<file path="config.mk">
export PLATFORM = sky130hd
export DESIGN_NAME = utf8_stream_decoder_unit
export DESIGN_NICKNAME = d
export VERILOG_FILES = /design/src/hdl/u8dec_pkg.sv /design/src/hdl/u8dec_fifo.sv /design/src/hdl/u8dec_front.sv /design/src/hdl/u8dec_back.sv /design/src/hdl/utf8_stream_decoder_unit.sv
export SDC_FILE = /design/constraint.sdc
export NUM_CORES = 1
export LEC_CHECK = 0
export BUFFER_PORTS_ARGS = -buffer_cell sky130_fd_sc_hd__buf_2
export CORE_MARGIN = 8
export CORE_UTILIZATION = 53
export CTS_CLUSTER_DIAMETER = 60
export DETAILED_ROUTE_END_ITERATION = 6
export PLACE_DENSITY = 0.72
export SYNTH_ARGS = -nofsm -noshare
export SYNTH_HDL_FRONTEND = slang
export SYNTH_HIERARCHICAL = 1
export SYNTH_SLANG_ARGS = --single-unit
</file>
<file path="constraint.sdc">
create_clock -name clk -period 4 [get_ports clk]
set_clock_uncertainty 0.15 [all_clocks]
set_input_delay 0.2 -clock clk [delete_from_list [all_inputs] [get_ports clk]]
set_output_delay 0.2 -clock clk [all_outputs]
set_load 0.01 [all_outputs]
</file>
<file path="src/hdl/u8dec_pkg.sv">
// Shared types and constants for the UTF-8 stream decoder.
// No dependencies; imported by every module in hdl/.
package u8dec_pkg;

	localparam int BYTE_W    = 8;
	localparam int CP_W      = 21;
	localparam int LEN_W     = 3;
	localparam int MID_DEPTH = 2;
	localparam int OUT_DEPTH = 2;

	localparam logic [CP_W-1:0] CP_MAX   = 21'h10FFFF;
	localparam logic [CP_W-1:0] MIN_LEN2 = 21'h000080;
	localparam logic [CP_W-1:0] MIN_LEN3 = 21'h000800;
	localparam logic [CP_W-1:0] MIN_LEN4 = 21'h010000;

	localparam logic [LEN_W-1:0] LEN1 = 3'd1;
	localparam logic [LEN_W-1:0] LEN2 = 3'd2;
	localparam logic [LEN_W-1:0] LEN3 = 3'd3;
	localparam logic [LEN_W-1:0] LEN4 = 3'd4;

	typedef enum logic [1:0] {
		ST_OK       = 2'd0,
		ST_OVERLONG = 2'd1,
		ST_RANGE    = 2'd2,
		ST_BADLEAD  = 2'd3
	} status_t;

	// byte class as seen from idle
	typedef enum logic [2:0] {
		CLS_ASCII = 3'd0,
		CLS_CONT  = 3'd1,
		CLS_LEAD2 = 3'd2,
		CLS_LEAD3 = 3'd3,
		CLS_LEAD4 = 3'd4,
		CLS_BAD   = 3'd5
	} cls_t;

	typedef struct packed {
		cls_t              cls;
		logic [BYTE_W-1:0] data;
	} mid_item_t;

	typedef struct packed {
		logic [CP_W-1:0]  code_point;
		status_t          status;
		logic [LEN_W-1:0] seq_length;
	} res_t;

endpackage

</file>
<file path="src/hdl/u8dec_fifo.sv">
// Small register-based request queue, used between front and back and at the output.
// Depends on u8dec_pkg.
module u8dec_fifo import u8dec_pkg::*; #(
	parameter int DEPTH = MID_DEPTH,
	parameter int WIDTH = $bits(mid_item_t)
) (
	input  logic             clk,
	input  logic             arst_n,
	input  logic             push,
	input  logic [WIDTH-1:0] wdata,
	output logic             full,
	input  logic             pop,
	output logic [WIDTH-1:0] rdata,
	output logic             empty
);

	localparam int PTR_W = (DEPTH > 1) ? $clog2(DEPTH) : 1;
	localparam int CNT_W = $clog2(DEPTH + 1);

	logic [WIDTH-1:0] mem_q [DEPTH];
	logic [PTR_W-1:0] wr_ptr_q, rd_ptr_q;
	logic [CNT_W-1:0] cnt_q;
	logic             do_push, do_pop;

	assign full    = (cnt_q == CNT_W'(DEPTH));
	assign empty   = (cnt_q == '0);
	assign do_push = push && !full;
	assign do_pop  = pop && !empty;
	assign rdata   = mem_q[rd_ptr_q];

	always_ff @(posedge clk) begin
		if (do_push) begin
			mem_q[wr_ptr_q] <= wdata;
		end
	end

	always_ff @(posedge clk or negedge arst_n) begin
		if (!arst_n) begin
			wr_ptr_q <= '0;
			rd_ptr_q <= '0;
			cnt_q    <= '0;
		end else begin
			if (do_push) begin
				wr_ptr_q <= (wr_ptr_q == PTR_W'(DEPTH - 1)) ? '0 : wr_ptr_q + 1'b1;
			end
			if (do_pop) begin
				rd_ptr_q <= (rd_ptr_q == PTR_W'(DEPTH - 1)) ? '0 : rd_ptr_q + 1'b1;
			end
			if (do_push && !do_pop) begin
				cnt_q <= cnt_q + 1'b1;
			end else if (do_pop && !do_push) begin
				cnt_q <= cnt_q - 1'b1;
			end
		end
	end

endmodule

</file>
<file path="src/hdl/u8dec_front.sv">
// Front end: takes input requests and classifies each byte by its lead pattern.
// Depends on u8dec_pkg; feeds the middle queue.
module u8dec_front import u8dec_pkg::*; (
	input  logic              push,
	input  logic [BYTE_W-1:0] in_byte,
	output logic              full,
	input  logic              mid_full,
	output logic              mid_push,
	output mid_item_t         mid_item
);

	cls_t cls;

	always_comb begin
		priority casez (in_byte)
			8'b0???????: cls = CLS_ASCII;
			8'b10??????: cls = CLS_CONT;
			8'b110?????: cls = CLS_LEAD2;
			8'b1110????: cls = CLS_LEAD3;
			8'b11110???: cls = CLS_LEAD4;
			default:     cls = CLS_BAD;
		endcase
	end

	assign full          = mid_full;
	assign mid_push      = push;
	assign mid_item.cls  = cls;
	assign mid_item.data = in_byte;

endmodule

</file>
<file path="src/hdl/u8dec_back.sv">
// Back end: sequence state, code point assembly and overlong/range checks.
// Depends on u8dec_pkg; drains the middle queue into the result queue.
module u8dec_back import u8dec_pkg::*; (
	input  logic      clk,
	input  logic      arst_n,
	input  mid_item_t mid_item,
	input  logic      mid_empty,
	output logic      mid_pop,
	input  logic      out_full,
	output logic      out_push,
	output res_t      res
);

	logic [CP_W-1:0]  acc_q, acc_d, acc_shift, min_cp;
	logic [1:0]       rem_q, rem_d, rem_dec;
	logic [LEN_W-1:0] len_q, len_d;
	logic             emit;

	assign mid_pop   = !mid_empty && !out_full;
	assign out_push  = mid_pop && emit;
	assign acc_shift = {acc_q[CP_W-7:0], mid_item.data[5:0]};
	assign rem_dec   = rem_q - 2'd1;

	always_comb begin
		unique case (len_q)
			LEN2:    min_cp = MIN_LEN2;
			LEN3:    min_cp = MIN_LEN3;
			default: min_cp = MIN_LEN4;
		endcase
	end

	always_comb begin
		emit           = 1'b0;
		acc_d          = '0;
		rem_d          = '0;
		len_d          = '0;
		res.code_point = '0;
		res.status     = ST_OK;
		res.seq_length = LEN1;
		if (rem_q == 2'd0) begin
			unique case (mid_item.cls)
				CLS_ASCII: begin
					emit           = 1'b1;
					res.code_point = CP_W'(mid_item.data);
				end
				CLS_LEAD2: begin
					acc_d = CP_W'(mid_item.data[4:0]);
					rem_d = 2'd1;
					len_d = LEN2;
				end
				CLS_LEAD3: begin
					acc_d = CP_W'(mid_item.data[3:0]);
					rem_d = 2'd2;
					len_d = LEN3;
				end
				CLS_LEAD4: begin
					acc_d = CP_W'(mid_item.data[2:0]);
					rem_d = 2'd3;
					len_d = LEN4;
				end
				default: begin
					emit       = 1'b1;
					res.status = ST_BADLEAD;
				end
			endcase
		end else if (rem_dec != 2'd0) begin
			acc_d = acc_shift;
			rem_d = rem_dec;
			len_d = len_q;
		end else begin
			emit           = 1'b1;
			res.seq_length = len_q;
			if (acc_shift < min_cp) begin
				res.status = ST_OVERLONG;
			end else if (acc_shift > CP_MAX) begin
				res.status = ST_RANGE;
			end else begin
				res.code_point = acc_shift;
			end
		end
	end

	always_ff @(posedge clk or negedge arst_n) begin
		if (!arst_n) begin
			acc_q <= '0;
			rem_q <= '0;
			len_q <= '0;
		end else if (mid_pop) begin
			acc_q <= acc_d;
			rem_q <= rem_d;
			len_q <= len_d;
		end
	end

endmodule

</file>
<file path="src/hdl/utf8_stream_decoder_unit.sv">
// UTF-8 stream decoder, top level.
// Depends on u8dec_pkg, u8dec_front, u8dec_fifo and u8dec_back.
//
// Input channel: one byte per request, accepted when push is high and full low.
// Result channel: queue style; while empty is low the oldest result sits on
// code_point/status/seq_length and is taken when pop is high.
// A byte below 0x80 or a bad lead gives one result; a 2/3/4-byte sequence
// gives one result on its last byte, nothing on the earlier ones.
// status: ok, overlong, above 0x10FFFF, invalid lead; code_point is zero
// unless ok. After every result the decoder is back at idle.
// Throughput: the back end takes one queued byte per cycle unless the result
// queue is full. A result shows in the cycle after its last byte is taken. A
// stalled receiver fills the result queue, then the middle queue, and full
// rises; nothing is dropped. Reset empties both queues and clears the
// sequence state; the first cycle after reset already accepts a byte.
module utf8_stream_decoder_unit import u8dec_pkg::*; #(
	parameter int MID_Q_DEPTH = MID_DEPTH,
	parameter int OUT_Q_DEPTH = OUT_DEPTH
) (
	input  logic              clk,
	input  logic              arst_n,
	input  logic              push,
	output logic              full,
	input  logic [BYTE_W-1:0] in_byte,
	output logic              empty,
	input  logic              pop,
	output logic [CP_W-1:0]   code_point,
	output logic [1:0]        status,
	output logic [LEN_W-1:0]  seq_length
);

	mid_item_t mid_wr, mid_rd;
	logic [$bits(mid_item_t)-1:0] mid_rdata;
	logic [$bits(res_t)-1:0]      out_rdata;
	logic      mid_push, mid_full, mid_pop, mid_empty;
	logic      out_push, out_full;
	res_t      res_wr, res_rd;

	u8dec_front u_front (
		.push     (push),
		.in_byte  (in_byte),
		.full     (full),
		.mid_full (mid_full),
		.mid_push (mid_push),
		.mid_item (mid_wr)
	);

	u8dec_fifo #(
		.DEPTH (MID_Q_DEPTH),
		.WIDTH ($bits(mid_item_t))
	) u_mid_q (
		.clk    (clk),
		.arst_n (arst_n),
		.push   (mid_push),
		.wdata  (mid_wr),
		.full   (mid_full),
		.pop    (mid_pop),
		.rdata  (mid_rdata),
		.empty  (mid_empty)
	);

	assign mid_rd = mid_item_t'(mid_rdata);

	u8dec_back u_back (
		.clk       (clk),
		.arst_n    (arst_n),
		.mid_item  (mid_rd),
		.mid_empty (mid_empty),
		.mid_pop   (mid_pop),
		.out_full  (out_full),
		.out_push  (out_push),
		.res       (res_wr)
	);

	u8dec_fifo #(
		.DEPTH (OUT_Q_DEPTH),
		.WIDTH ($bits(res_t))
	) u_out_q (
		.clk    (clk),
		.arst_n (arst_n),
		.push   (out_push),
		.wdata  (res_wr),
		.full   (out_full),
		.pop    (pop),
		.rdata  (out_rdata),
		.empty  (empty)
	);

	assign res_rd     = res_t'(out_rdata);
	assign code_point = res_rd.code_point;
	assign status     = res_rd.status;
	assign seq_length = res_rd.seq_length;

	a_ok_in_range: assert property (@(posedge clk) disable iff (!arst_n)
		(!empty && status == ST_OK) |-> (code_point <= CP_MAX))
		else $error("ok result above scalar range");

	a_err_zero_cp: assert property (@(posedge clk) disable iff (!arst_n)
		(!empty && status != ST_OK) |-> (code_point == '0))
		else $error("error result with nonzero code point");

	a_badlead_len: assert property (@(posedge clk) disable iff (!arst_n)
		(!empty && status == ST_BADLEAD) |-> (seq_length == LEN1))
		else $error("invalid lead with length other than one");

	a_len_range: assert property (@(posedge clk) disable iff (!arst_n)
		!empty |-> (seq_length >= LEN1 && seq_length <= LEN4))
		else $error("sequence length out of range");

	a_back_stall: assert property (@(posedge clk) disable iff (!arst_n)
		out_full |-> !mid_pop)
		else $error("back end consumed a byte while result queue full");

endmodule
</file>
==> results.yml <==
outcome:
  status: "finished clean"
route:
  drt_first_pass_iters: 4
  drt_iter0_drc: 163
  drc: 0
  drt-vias-per-instance: 5.42
  drtAntennaViolNets: 0
  post_drt_wl_per_cell_um: 16.7
  vias: 2482
  totalWireLength_um: 7650
job:
  cap_viol_max_count: 0
finish:
  fillers: 679
  diodes: 0
  layout_common_cells: "edfxtp_1, buf_2, dfrtp_1"
  finish.net_count: 363
  layout-drive-gt1-share_pct: 29.1
  final_common_cell: "edfxtp_1"
  final_cell_count_no_fill: 458
  synthToLayoutAreaGrowth_pct: 10.3
sta:
  layout_setup_ws_ps: 1320
  slew_headroom_pct: 25.9
  timing.final.crit_period_ps: 2680
  hold_viol_final: 0
  fin_setup_tns_ps: 0
  fin_crit_sh_pct: 67.0
  worst_slew_pin_slew_ps: 1110
  setup_viol: 0
  rsz0062_at_grt: "no"
  slew_viol_final: 0
  max_freq_mhz: 373
global_route:
  grt_max_degree: 29
  antenna_found_initial: 0
  grt_pass1_vias: 2547
  track_usage_pct: 14.1
  grt_pass1_wl_um: 12800
  top_usage_layer: "met2"
  grt_util_met2_pct: 23.0
  grtUsageMet3_pct: 3.01
  grt_overflow_total: 0
  grt_use_met1_pct: 17.1
setup_path:
  worstPathMaxFanout: 12
  cp.arrival_ps: 2830
  crit_type: "reg2reg"
  required_ps: 4150
  rr_startpoint: "u_mid_q/rd_ptr_q$_DFFE_PN0P_"
  startpoint_type: "flip-flop"
  critPathCaptureType: "flip-flop"
  cp-startpoint: "u_mid_q/rd_ptr_q$_DFFE_PN0P_"
clocking:
  hold_buffers: 10
  cts_resized: 0
  cts_buffers: 9
  htreeDepth: 3
  post-cts-setup-buffers: 0
  max-clock-path-buffers: 2
  cts.clk_slew.worst_paths_ps: 100
  clkSinkCount: 102
  clock-root-buffer: "clkbuf_8"
  cts_tree: "done"
  clkLatencyLatePin_ps: 370
placement:
  gp_congestion: 0.783
  dpl_worst_slack_ps: 1330
  portBuffers: 39
  dpl.cell_count: 432
  dp_hpwl_um: 5370
logic_synthesis:
  syn_area_mm2: 0.00458
  synth-async-reset-ratio_pct: 27.5
  yosys.cell_types.count: 49
  synth.net_count: 320
  yosys_warnings: 6
  synth_flop_cell: "edfxtp_1"
  ys_seq_area_share_pct: 63.9
  synth_area_per_cell_um2: 15.2
  synth.ff_latch_count: 102
  syn_inst: 302
  synth_edf_count: 74
die:
  die_height_um: 109
  io_pins: 40
  die_w_um: 109
  die_area_mm2: 0.0119
  num_rows: 34
  start_util_pct: 53.5
  coreArea_mm2: 0.00855
pwr:
  p_leak_nw: 2.05
  powerDensity_mw_per_mm2: 799
  peakVddDrop_mv: 0.347
hold_path:
  hold_path_class: "in2reg"
  hold_start: "pop"
## state kept, by name (all words and copies together) (netlist names), 2 cells and up
signal / count
u_out_q/mem_q: 52
u_mid_q/mem_q: 22
u_back/acc_q: 15
u_back/len_q: 3
u_back/rem_q: 2
u_mid_q/cnt_q: 2
u_out_q/cnt_q: 2
## critical path: stages (launching register included)
cell and delay [ps]:
dfrtp_1 650, mux2_1 470, nor2_1 200, nand2_1 120, nand3_1 110, a21oi_1 90, nand2_1 150, inv_1 60
ha_1 200, xor2_1 140, nor2_1 120, xor2_1 150
## per-stage QoR
stage	cell area [um^2]	hold slack, ps	util (%)	power (mW)
finish	5050	27.4	59.0	4.03
CTS	5050	16.7	59.0	4.07
global route	5050	26.2	59.0	4.30
detailed placement	4760	122	55.7	3.47
global placement	4760	115	55.7	3.43
floorplan	4580	-246	-	3.07
## synthesized netlist by cell type (7+ instances only)
cell       n  area, um^2
nor2_1    13        48.8
nand2b_1   7        43.8
mux2_1    11         124
mux2_4    19         285
mux2_2     8        90.1
edfxtp_1  74        2220
buf_4     10        75.1
inv_1      7        26.3
dfrtp_1   28         701
and3_1     8        50.1
nand2_1   14        52.6
a22o_1    14         123
## routing by layer
| metal | part of all wire, % | vias to the layer above |
|---|---|---|
| li1 | - | 1204 |
| met1 | 43 | 1202 |
| met2 | 49 | 61 |
| met3 | 4.9 | 15 |
| met4 | 2.8 | 0 |
| met5 | 0 | - |
## path summary, 6_finish.rpt
kind | end | slack [ps] | cells after the start
max reg2reg | u_out_q/cnt_q[1]$_DFFE_PN0P_ | 1320 | 11
min | u_out_q/rd_ptr_q$_DFFE_PN0P_ | 30 | 3
max in group asynchronous | u_back/acc_q[5]$_DFFE_PN0P_ | 3050 | 2
min in group asynchronous | u_out_q/rd_ptr_q$_DFFE_PN0P_ | 230 | 2
max | u_out_q/cnt_q[1]$_DFFE_PN0P_ | 1320 | 11
min reg2reg | u_out_q/wr_ptr_q$_DFFE_PN0P_ | 370 | 1
## final cells by class
type                       instances  area (um^2)  area share [%]
sequential                       102         2920            57.9
tap                              108          135            2.68
clock buffer                       9          124            2.45
inverter                           7         26.3           0.521
clock inverter                     7         57.6            1.14
timing repair buffer              52          318            6.30
multi-input combinational        173         1460            29.0
## kinds of logic (layout without fill, tap and decap cells)
family / count (synthesis) / count (layout) / synth area share (%)
buffers and inverters: 27 / 75 / 4.24
XOR/XNOR: 10 / 10 / 2.08
AND/OR/NAND/NOR: 74 / 74 / 9.35
adder cells (fa/ha/maj): 6 / 6 / 1.64
multiplexers: 38 / 38 / 10.9
flip-flops: 102 / 102 / 63.9
AO/OA/AOI/OAI: 45 / 45 / 7.93
## power by group
part           leakage [nW]  total (mW)  internal, mW  switching [mW]
logic                 0.909        1.65         0.763           0.892
clock network        0.0877       0.595         0.234           0.362
registers              1.05        1.78          1.54           0.240
No activity file was read; power rests on OpenSTA's default activity.
